--- config.mk ---
export PLATFORM = sky130hd
export DESIGN_NAME = lpp_out
export DESIGN_NICKNAME = d
export VERILOG_FILES = /design/src/sv/lpp_pkg.sv /design/src/sv/lpp_out.sv
export SDC_FILE = /design/constraint.sdc
export NUM_CORES = 1
export LEC_CHECK = 0
export BUFFER_PORTS_ARGS = -buffer_cell sky130_fd_sc_hd__buf_2
export CORE_UTILIZATION = 24
export CTS_CLUSTER_DIAMETER = 30
export DETAILED_ROUTE_END_ITERATION = 7
export GPL_TIMING_DRIVEN = 0
export PLACE_DENSITY_LB_ADDON = 0.1
export SLEW_MARGIN = 30
export SYNTH_ARGS = -nofsm -noshare
export SYNTH_HDL_FRONTEND = slang
export SYNTH_SLANG_ARGS = --single-unit
--- constraint.sdc ---
create_clock -name clock -period 13.6 [get_ports clock]
set_input_delay 2.72 -clock clock [delete_from_list [all_inputs] [get_ports clock]]
set_output_delay 2.72 -clock clock [all_outputs]
set_load 0.02 [all_outputs]
--- src/sv/lpp_pkg.sv ---
`default_nettype none
// ----------------------------------------------------------------------------
// lpp_pkg - shared types and constants for landmark peak pairing
// Seed store layout, configuration block, result record and helpers.
// ----------------------------------------------------------------------------
package lpp_pkg;

   localparam int PENDING_DEPTH = 64;
   localparam int TIME_BITS     = 16;
   localparam int BIN_BITS      = 8;
   localparam int CNT_BITS      = 2;
   localparam int SLOTS         = 3;
   localparam int PTR_BITS      = $clog2(PENDING_DEPTH);
   localparam int OCC_BITS      = $clog2(PENDING_DEPTH + 1);

   localparam int CSR_IDX_BITS  = 2;
   localparam logic [CSR_IDX_BITS-1:0] CSR_TIME_WINDOW    = 2'd0;
   localparam logic [CSR_IDX_BITS-1:0] CSR_BIN_HALF_WIDTH = 2'd1;
   localparam logic [CSR_IDX_BITS-1:0] CSR_PAIRS_PER_SEED = 2'd2;

   localparam logic [7:0]          TIME_WINDOW_RST    = 8'd63;
   localparam logic [7:0]          BIN_HALF_WIDTH_RST = 8'd31;
   localparam logic [CNT_BITS-1:0] PAIRS_PER_SEED_RST = 2'd3;

   localparam logic OP_ADD   = 1'b0;
   localparam logic OP_DRAIN = 1'b1;

   typedef struct packed {
      logic [7:0]          time_window;
      logic [7:0]          bin_half_width;
      logic [CNT_BITS-1:0] pairs_per_seed;
   } cfg_type;

   typedef struct packed {
      logic [TIME_BITS-1:0]            stime;
      logic [BIN_BITS-1:0]             sbin;
      logic [CNT_BITS-1:0]             count;
      logic [SLOTS-1:0][BIN_BITS-1:0]  pbins;
      logic [SLOTS-1:0][7:0]           pgaps;
   } seed_type;

   typedef struct packed {
      logic [15:0]                     seed_time;
      logic [BIN_BITS-1:0]             seed_bin;
      logic [CNT_BITS-1:0]             partner_count;
      logic [SLOTS-1:0][BIN_BITS-1:0]  pbins;
      logic [SLOTS-1:0][7:0]           pgaps;
      logic                            truncated;
   } result_type;

   typedef struct packed {
      logic res_valid;
      logic item_done;
   } push_type;

   // circular store pointer advance, b never exceeds the depth
   function automatic logic [PTR_BITS-1:0] ptr_add(input logic [PTR_BITS-1:0] a,
                                                   input logic [OCC_BITS-1:0] b);
      logic [OCC_BITS:0] sum;
      sum = {{(OCC_BITS+1-PTR_BITS){1'b0}}, a} + {1'b0, b};
      if (sum >= (OCC_BITS+1)'(PENDING_DEPTH)) begin
         sum = sum - (OCC_BITS+1)'(PENDING_DEPTH);
      end
      return sum[PTR_BITS-1:0];
   endfunction

endpackage
`default_nettype wire

--- src/sv/lpp_out.sv ---
`default_nettype none
// ----------------------------------------------------------------------------
// lpp_out - result hold and output register
// Holds the newest result until the next one or the end of the request is
// known, so the final result of a request goes out with tlast set.
// ----------------------------------------------------------------------------
module lpp_out
   import lpp_pkg::*;
(
   input  logic        clock,
   input  logic        reset,
   input  push_type    push,
   input  result_type  res,
   output logic        push_ready,
   output logic        rsp_tvalid,
   input  logic        rsp_tready,
   output logic [79:0] rsp_tdata,  // seed_time, seed_bin, partner_count, bin_a, gap_a,
                                   // bin_b, gap_b, bin_c, gap_c, zero pad
   output logic        rsp_tuser,  // truncated
   output logic        rsp_tlast
);

   logic       hold_vld_ff, hold_vld_in;
   result_type hold_ff, hold_in;
   logic       out_vld_ff, out_vld_in;
   result_type out_ff, out_in;
   logic       out_last_ff, out_last_in;
   logic       out_free;

   always_comb begin
      out_free    = !out_vld_ff || rsp_tready;
      push_ready  = !hold_vld_ff || out_free;
      hold_vld_in = hold_vld_ff;
      hold_in     = hold_ff;
      out_vld_in  = out_vld_ff && !rsp_tready;
      out_in      = out_ff;
      out_last_in = out_last_ff;
      if (push.res_valid && push_ready) begin
         if (hold_vld_ff) begin
            out_vld_in  = 1'b1;
            out_in      = hold_ff;
            out_last_in = 1'b0;
         end
         hold_in     = res;
         hold_vld_in = 1'b1;
      end
      if (push.item_done && push_ready) begin
         if (hold_vld_ff) begin
            out_vld_in  = 1'b1;
            out_in      = hold_ff;
            out_last_in = 1'b1;
         end
         hold_vld_in = 1'b0;
      end
   end

   always_ff @(posedge clock) begin
      if (reset) begin
         hold_vld_ff <= 1'b0;
         out_vld_ff  <= 1'b0;
      end else begin
         hold_vld_ff <= hold_vld_in;
         out_vld_ff  <= out_vld_in;
      end
      hold_ff     <= hold_in;
      out_ff      <= out_in;
      out_last_ff <= out_last_in;
   end

   assign rsp_tvalid = out_vld_ff;
   assign rsp_tuser  = out_ff.truncated;
   assign rsp_tlast  = out_last_ff;
   assign rsp_tdata  = {6'd0,
                        out_ff.pgaps[2], out_ff.pbins[2],
                        out_ff.pgaps[1], out_ff.pbins[1],
                        out_ff.pgaps[0], out_ff.pbins[0],
                        out_ff.partner_count, out_ff.seed_bin, out_ff.seed_time};

endmodule
`default_nettype wire

# After elaboration in Yosys (flattened, before gate mapping)
# Index checks and enable logic that the tools add are counted.
[word_totals]
regBits = 153
input_bits = 80
out_inout_bits = 84
elab_cells = 44
[classes]
n_mux = 12
n_reduce_logical = 9
[ops]
columns = ["cell", "count"]
rows = [
  ["$mux W75", 4],
  ["$mux W1", 8],
  ["$logic_and A1 B1 Y1", 3],
  ["$logic_not A1 Y1", 3],
  ["$logic_or A1 B1 Y1", 2],
  ["$reduce_or A2 Y1", 1],
]

# Depth between registers and ports, before layout
# Gate-level depths: netlist of run 1.
[depth]
word_depth = 7
ltp_mapped = 6
ltp_nobuf = 3

# Worst setup path after synthesis of run 1
# OpenSTA, ideal clock, no wires.
[synth_path]
path_type = "input port to flip-flop"
start = "input port rsp_tready"
end = "register with a tool-made name"
setup_time_ps = 511
arrival_time_ps = 6468
t_required_ps = 13089
path_slack_ps = 6621
cell_stages = 5
n_path_buf = 3
path_cell_list = "and3b_1 buf_2 buf_6 buf_6 nor2_1"
[synth_rtl]
columns = ["element", "line", "text"]
rows = [
  ["start, declared", "lpp_out.sv:16", "input logic rsp_tready,"],
]

# Final worst setup path of run 1
[layout_path]
start = "input port rsp_tready"
end = "output port push_ready"
[layout_between]
elab_chain_len = 2
[layout_rtl]
columns = ["element", "line", "text"]
rows = [
  ["$logic_or A1 B1 Y1", "lpp_out.sv:31", "out_free = !out_vld_ff || rsp_tready;"],
  ["$logic_or A1 B1 Y1", "lpp_out.sv:32", "push_ready = !hold_vld_ff || out_free;"],
  ["end, declared", "lpp_out.sv:14", "output logic push_ready,"],
]
# Every way passes these cells.

==> impl_metrics.py, run 1 <==
metrics = {
    "synth": {
        "syn_inst": 349,
        "synth-compound-area-share_pct": 0.5107,
        "syn_avg_cell_area_sq_um": 17.55,
        "synthFlopType": "edfxtp_1",
        "synthDistinctLibCells": 19,
        "synth_top_area_share_pct": 74.03,
        "synth_top_family_by_area": "multiplexers",
        "synthSimpleGateAreaFrac_pct": 9.132,
        "async_reset_ff_share_pct": 0,
        "synth_largest_area_cell": "edfxtp_1",
        "yosysMostFrequentCell": "edfxtp_1",
        "synthMuxAreaShare_pct": 12.26,
        "synth_edf_count": 151,
        "yosys.area_share.xor_xnor_pct": 0,
        "yosys-top-cells-area": "edfxtp_1, mux2i_1, nor3_2, nor3_1, buf_2",
        "netlist_area_sq_um": 6125,
        "yosys-top-cells-count": "edfxtp_1, mux2i_1, nor3_1",
        "ys_warn_count": 0,
        "ys_ff_latch": 153,
        "synth_fa_ha_area_share_pct": 0,
        "synth.yosys.seq_area_share_pct": 74.69,
    },
    "setup_path": {
        "cp_max_fo": 10,
        "crit_top_cell": "buf_2",
        "ff2ff_setup_slack_ps": 11340,
        "worst-setup-path-type": "input port to primary output",
        "cp_top_family": "buffers and inverters",
        "r2r_start": "hold_vld_ff$_SDFFE_PP0N_",
        "cp-endpoint": "push_ready",
        "r2r.worst_path.cells": 7,
        "cp_slowest_cell": "buf_6",
        "startpoint_type": "input port",
        "arrival_ps": 3600,
        "cp.depth": 6,
        "cp-end-kind": "primary output",
        "required_ps": 10880,
        "critPathLaunch": "rsp_tready",
        "critPathMaxStageDelay_ps": 190,
        "crit_chain": "buf_2 > and3b_1 > buf_2 > buf_6 > inv_2 > buf_2",
        "crit_buf_inv": 5,
        "r2r_end": "hold_ff[6]$_DFFE_PN_",
    },
    "cts": {
        "cts_resized": 0,
        "clock_sinks": 153,
        "path_clk_slew_ps": 60,
        "htree_num_levels": 4,
        "cts_tree": "yes",
        "insertion_delay_ps": 420,
        "cts_made_buffers": 17,
        "clk_path_buf_depth": 2,
        "ctsHoldBuffers": 0,
        "cts_root_buf": "clkbuf_16",
        "post-cts-setup-buffers": 0,
    },
    "placed_design": {
        "dp_slack_ps": 7262,
        "post_dp_cell_area_sq_um": 7490,
        "place_congestion": 0.6821,
        "dp.cells": 846,
        "post-dp-hpwl_microns": 9891,
        "numPortBuffers": 157,
    },
    "detailed_routing": {
        "drt-pass1-iter-count": 4,
        "drtIter0Drc": 78,
        "routed_via_density": 4.117,
        "drc": 0,
        "wire_per_inst_microns": 16.85,
        "wl_microns": 14800,
        "drtAntennaViolNets": 0,
        "vias": 3615,
    },
    "layout": {
        "nets": 615,
        "antenna_cells": 0,
        "final_cell_area_sq_um": 8055,
        "drive_above_1_share_pct": 46.35,
        "fin_cells": 878,
        "syn_to_final_growth_pct": 31.52,
    },
    "power_and_ir_drop": {
        "max-vdd-ir-drop_mv": 0.05939,
        "power_density_nw_per_um2": 149.1,
        "switchingPower_uw": 317.1,
        "switching_share_pct": 26.39,
        "cellInternalPower_uw": 884.3,
        "p_clk_share_pct": 38.1,
        "total_power_uw": 1201,
        "pwr-share-seq_pct": 49.2,
        "power_frac_comb_pct": 12.8,
        "p_leak_uw": 0.003175,
    },
    "floorplan": {
        "die_y_microns": 161.7,
        "die_w_microns": 161.7,
        "core_sq_um": 25110,
        "start_util_pct": 24.39,
        "num_rows": 58,
        "die-area_sq_um": 26160,
        "boundaryPins": 164,
    },
    "grt": {
        "grt_max_degree": 42,
        "grt.overflow.total": 0,
        "track_usage_pct": 11.52,
        "grt_pass1_vias": 3801,
        "grt_pass1_wl_microns": 22520,
        "grt_antenna_before_repair": 0,
    },
    "run": {
        "maxCapViolCount": 0,
    },
    "timing": {
        "fin_ws_ps": 7276,
        "hold_violations": 0,
        "finClkSkew_ps": 8.809,
        "worst_pin_slew_ps": 591.4,
        "max_freq_ghz": 0.1581,
        "maxSlewHeadroom_pct": 60.57,
        "rsz0062_at_grt": "no",
        "final.period_utilization_pct": 46.50,
        "drv_slew": 0,
        "setup_viol": 0,
        "tns_ps": 0,
        "fin_crit_ps": 6324,
    },
    "run_status": {
        "status": "complete, no violations",
    },
    "hold_path": {
        "min_path_type": "flip-flop to flip-flop",
    },
}
-- cell type report --
| class | instances | area (sq um) |
|---|---|---|
| multi-input combinational | 168 | 1374 |
| clock buffer | 17 | 425.4 |
| fill | 2555 | 17050 |
| buffer | 32 | 201.4 |
| sequential | 153 | 4574 |
| clock inverter | 15 | 140.1 |
| timing repair buffer | 162 | 923.4 |
| inverter | 1 | 3.754 |
| tap | 330 | 412.9 |
-- layer usage --
metal	routed length, microns	vias to the layer above	global-route usage [%]
met5	0	-	0
met4	196	0	4.245
met3	661	11	2.886
met2	7405	98	19.32
met1	6535	1792	14.31
li1	-	1714	-
-- logic make-up after synthesis --
group / count (synthesis)
compound gates: 5
buf+inv: 33
flops: 153
mux: 75
other cells: 1
simple gates: 82
-- power groups by stage --
stage	logic, uW	registers, uW	clock network [uW]
after floorplan	54.0	638	0
after global placement	149	604	0
after detailed placement	156	602	0
after CTS	157	592	475
after global routing	166	597	492
final	153	591	457
-- worst min-delay path, cell delays in order (launching register included) --
cell	delay [ps]
dfxtp_1	320
nand2b_1	100
a21oi_1	70
-- worst min path at each step --
stage	from	endpoint	slack (ps)	cells past startpoint
finish	rsp_tvalid$_SDFF_PP0_	rsp_tvalid$_SDFF_PP0_	530	2
detailed placement	rsp_tvalid$_SDFF_PP0_	rsp_tvalid$_SDFF_PP0_	510	2
CTS	rsp_tvalid$_SDFF_PP0_	rsp_tvalid$_SDFF_PP0_	530	2
global placement	rsp_tvalid$_SDFF_PP0_	rsp_tvalid$_SDFF_PP0_	520	2
global route	rsp_tvalid$_SDFF_PP0_	rsp_tvalid$_SDFF_PP0_	580	2
floorplan	rsp_tvalid$_SDFF_PP0_	rsp_tvalid$_SDFF_PP0_	570	2
-- per-stage QoR --
step | hold slack, ps | util [%]
3_3_place_gp | 519.4 | 29.24
4_1_cts | 526.3 | 32.08
6_report | 525.2 | 32.08
2_1_floorplan | 569.2 | -
5_1_grt | 581.7 | 32.08
3_5_place_dp | 509.3 | 29.83
-- layout by cell type (no fill, tap or decap) --
| cell type | instances |
|---|---|
| clkbuf_16 | 17 |
| and3b_1 | 1 |
| mux2i_1 | 75 |
| clkinv_4 | 4 |
| inv_2 | 1 |
| clkinv_2 | 1 |
| nor2_4 | 1 |
| nor3_2 | 29 |
| nand2b_1 | 1 |
| clkinvlp_4 | 3 |
| inv_6 | 5 |
| clkinv_1 | 1 |
| buf_6 | 4 |
| clkbuf_1 | 3 |
| nor2_1 | 2 |
| and2_4 | 1 |
| o2bb2ai_1 | 1 |
| and2_1 | 1 |
| buf_2 | 174 |
| a211oi_1 | 1 |
| a21oi_1 | 1 |
| nor3_1 | 46 |
| dfxtp_1 | 2 |
| edfxtp_1 | 151 |
| buf_16 | 5 |
| bufinv_16 | 1 |
| o21ai_0 | 2 |
| conb_1 | 6 |
| buf_4 | 8 |
(Power assumes the default switching activity.)
==> run 2: changes to the inputs <==
--- a/config.mk
+++ b/config.mk
@@ -5,6 +5,7 @@
 export SDC_FILE = /design/constraint.sdc
 export NUM_CORES = 1
 export LEC_CHECK = 0
+export ABC_AREA = 1
 export BUFFER_PORTS_ARGS = -buffer_cell sky130_fd_sc_hd__buf_2
 export CORE_UTILIZATION = 24
 export CTS_CLUSTER_DIAMETER = 30
==> constraint.sdc (replaced) <==
create_clock -name clock -period 6.43 [get_ports clock]
set_input_delay 1.286 -clock clock [delete_from_list [all_inputs] [get_ports clock]]
set_output_delay 1.286 -clock clock [all_outputs]
set_load 0.02 [all_outputs]
==> run 2 against run 1 <==
Compared with the run above:
- non-clock buffer count shrank 4
- clock power grew 110%
- count of clock-buffer cells in the layout is the same
- largest power group unchanged
==> impl_metrics.py, run 2 <==
metrics = {
    "synth": {
        "async_reset_ff_share_pct": 0,
        "synth_fa_ha_area_share_pct": 0,
        "synthMuxAreaShare_pct": 0,
        "synthDistinctLibCells": 18,
        "ys_ff_latch": 153,
        "yosys-top-cells-count": "edfxtp_1, inv_1, nand2_1",
        "synth-compound-area-share_pct": 6.494,
        "synthFlopType": "edfxtp_1",
        "yosysMostFrequentCell": "edfxtp_1",
        "syn_inst": 504,
        "synth_largest_area_cell": "edfxtp_1",
        "synth_top_area_share_pct": 74.00,
        "synth_top_family_by_area": "simple AND/OR/NAND/NOR gates",
        "syn_avg_cell_area_sq_um": 12.16,
        "synthSimpleGateAreaFrac_pct": 10.11,
        "netlist_area_sq_um": 6127,
        "synth.yosys.seq_area_share_pct": 74.66,
        "yosys-top-cells-area": "edfxtp_1, a21oi_1, inv_1, nand2_1, nor2_1",
        "yosys.area_share.xor_xnor_pct": 0,
        "ys_warn_count": 0,
        "synth_edf_count": 151,
    },
    "setup_path": {
        "worst-setup-path-type": "input port to primary output",
        "cp_slowest_cell": "buf_2",
        "cp_max_fo": 5,
        "cp_top_family": "buffers and inverters",
        "ff2ff_setup_slack_ps": 4510,
        "r2r_start": "hold_vld_ff$_SDFFE_PP0N_",
        "crit_top_cell": "buf_2",
        "cp-end-kind": "primary output",
        "r2r.worst_path.cells": 7,
        "startpoint_type": "input port",
        "crit_chain": "buf_2 > inv_1 > nand3_4 > buf_2",
        "crit_buf_inv": 3,
        "critPathMaxStageDelay_ps": 180,
        "arrival_ps": 1760,
        "required_ps": 5140,
    },
    "power_and_ir_drop": {
        "power_density_nw_per_um2": 315.0,
        "p_clk_share_pct": 37.7,
        "pwr-share-seq_pct": 49.8,
        "switching_share_pct": 27.44,
        "total_power_uw": 2505,
        "switchingPower_uw": 687.3,
        "power_frac_comb_pct": 12.5,
        "max-vdd-ir-drop_mv": 0.1366,
        "p_leak_uw": 0.003798,
        "cellInternalPower_uw": 1818,
    },
    "cts": {
        "path_clk_slew_ps": 70,
        "post-cts-setup-buffers": 0,
        "clk_path_buf_depth": 2,
        "cts_root_buf": "clkbuf_16",
        "cts_tree": "yes",
        "insertion_delay_ps": 420,
        "ctsHoldBuffers": 0,
        "cts_resized": 0,
        "cts_made_buffers": 17,
        "htree_num_levels": 4,
        "clock_sinks": 153,
    },
    "detailed_routing": {
        "drc": 0,
        "dr_wl_met2_microns": 7128,
        "drt-pass1-iter-count": 4,
        "routed_via_density": 3.919,
        "wl_met1_microns": 6672,
        "drtIter0Drc": 196,
        "drtAntennaViolNets": 0,
        "wire_per_inst_microns": 14.72,
        "vias": 4033,
        "dr.max_layer_used": "met4",
        "wl_microns": 15150,
        "met3_length_microns": 1203,
    },
    "layout": {
        "antenna_cells": 0,
        "fillers": 2666,
        "layout_common_cells": "buf_2, edfxtp_1, nand2_1, inv_1, a21oi_1",
        "final_util_pct": 31.67,
        "mostFrequentLayoutCell": "buf_2",
        "nets": 767,
        "syn_to_final_growth_pct": 29.77,
        "drive_above_1_share_pct": 32.19,
    },
    "placed_design": {
        "numPortBuffers": 157,
        "place_congestion": 0.7424,
        "post-dp-hpwl_microns": 10010,
        "dp_slack_ps": 3385,
    },
    "grt": {
        "grt.overflow.total": 0,
        "track_usage_pct": 11.84,
        "grt_antenna_before_repair": 1,
        "grt_pass1_wl_microns": 23120,
        "grt_pass1_vias": 4055,
        "grt_max_degree": 45,
    },
    "floorplan": {
        "core_sq_um": 25110,
        "num_rows": 58,
        "boundaryPins": 164,
        "die_y_microns": 161.8,
        "start_util_pct": 24.40,
        "die-area_sq_um": 26170,
        "die_w_microns": 161.8,
    },
    "timing": {
        "drv_slew": 0,
        "max_freq_ghz": 0.3281,
        "tns_ps": 0,
        "finClkSkew_ps": 8.475,
        "fin_ws_ps": 3382,
        "final.period_utilization_pct": 47.41,
        "fin_crit_ps": 3048,
        "hold_violations": 0,
        "rsz0062_at_grt": "no",
        "setup_viol": 0,
        "hold_ws_ps": 530.1,
    },
    "hold_path": {
        "hold-path-endpoint": "rsp_tvalid$_SDFF_PP0_",
        "hold_depth": 2,
        "hold_start": "rsp_tvalid$_SDFF_PP0_",
        "min_path_type": "flip-flop to flip-flop",
    },
    "run_status": {
        "status": "complete, no violations",
    },
    "run": {
        "maxCapViolCount": 0,
    },
}
-- run 2: metal layers --
| metal | up-vias | track usage, % |
|---|---|---|
| li1 | 2026 | - |
| met1 | 1872 | 14.40 |
| met2 | 126 | 18.86 |
| met3 | 9 | 5.005 |
| met4 | 0 | 3.816 |
| met5 | - | 0 |
-- run 2: cells by family (layout without fill, tap and decap cells) --
group,count (synthesis),after routing
flip-flops,153,153
other,1,6
buffers and inverters,112,302
AO/OA/AOI/OAI,79,79
AND/OR/NAND/NOR,159,159
-- run 2: per-stage QoR --
stage	instance area (sq um)	instances
after floorplan	6146	509
after global placement	7345	996
after detailed placement	7410	998
after CTS	7951	1029
after global routing	7951	1029
final	7951	1029
-- run 2: final cells by class --
| class | instances | area, sq um | share of cell area, % |
|---|---|---|---|
| Clock buffer | 17 | 425.4 | 5.350 |
| Inverter | 81 | 314.1 | 3.950 |
| Multi-Input combinational cell | 244 | 1040 | 13.08 |
| Sequential cell | 153 | 4574 | 57.53 |
| Clock inverter | 14 | 116.4 | 1.463 |
| Timing Repair Buffer | 159 | 840.8 | 10.57 |
| Tap cell | 330 | 412.9 | 5.193 |
| Buffer | 31 | 227.7 | 2.864 |
-- run 2: power groups by stage --
stage | Combinational, uW | Clock (uW) | Sequential (uW)
floorplan | 108 | 0 | 1350
global placement | 310 | 0 | 1270
detailed placement | 320 | 0 | 1270
CTS | 321 | 983 | 1250
global route | 345 | 1020 | 1260
finish | 314 | 943 | 1250
-- run 2: worst max-delay path by stage --
stage | startpoint | to | slack (ps) | depth (start not counted)
floorplan | rsp_tready | flip-flop | 2720 | 6
global placement | push[0] | flip-flop | 1530 | 6
detailed placement | rsp_tready | push_ready | 3390 | 4
CTS | rsp_tready | push_ready | 3380 | 4
global route | rsp_tready | push_ready | 3340 | 4
finish | rsp_tready | push_ready | 3380 | 4
-- run 2: worst register-to-register path, cell delays in order (launching register included) --
cell and delay [ps]:
dfxtp_1 310, buf_6 140, nand3_4 100, nand2_2 110
buf_6 180, buf_6 160, inv_6 290, buf_16 280
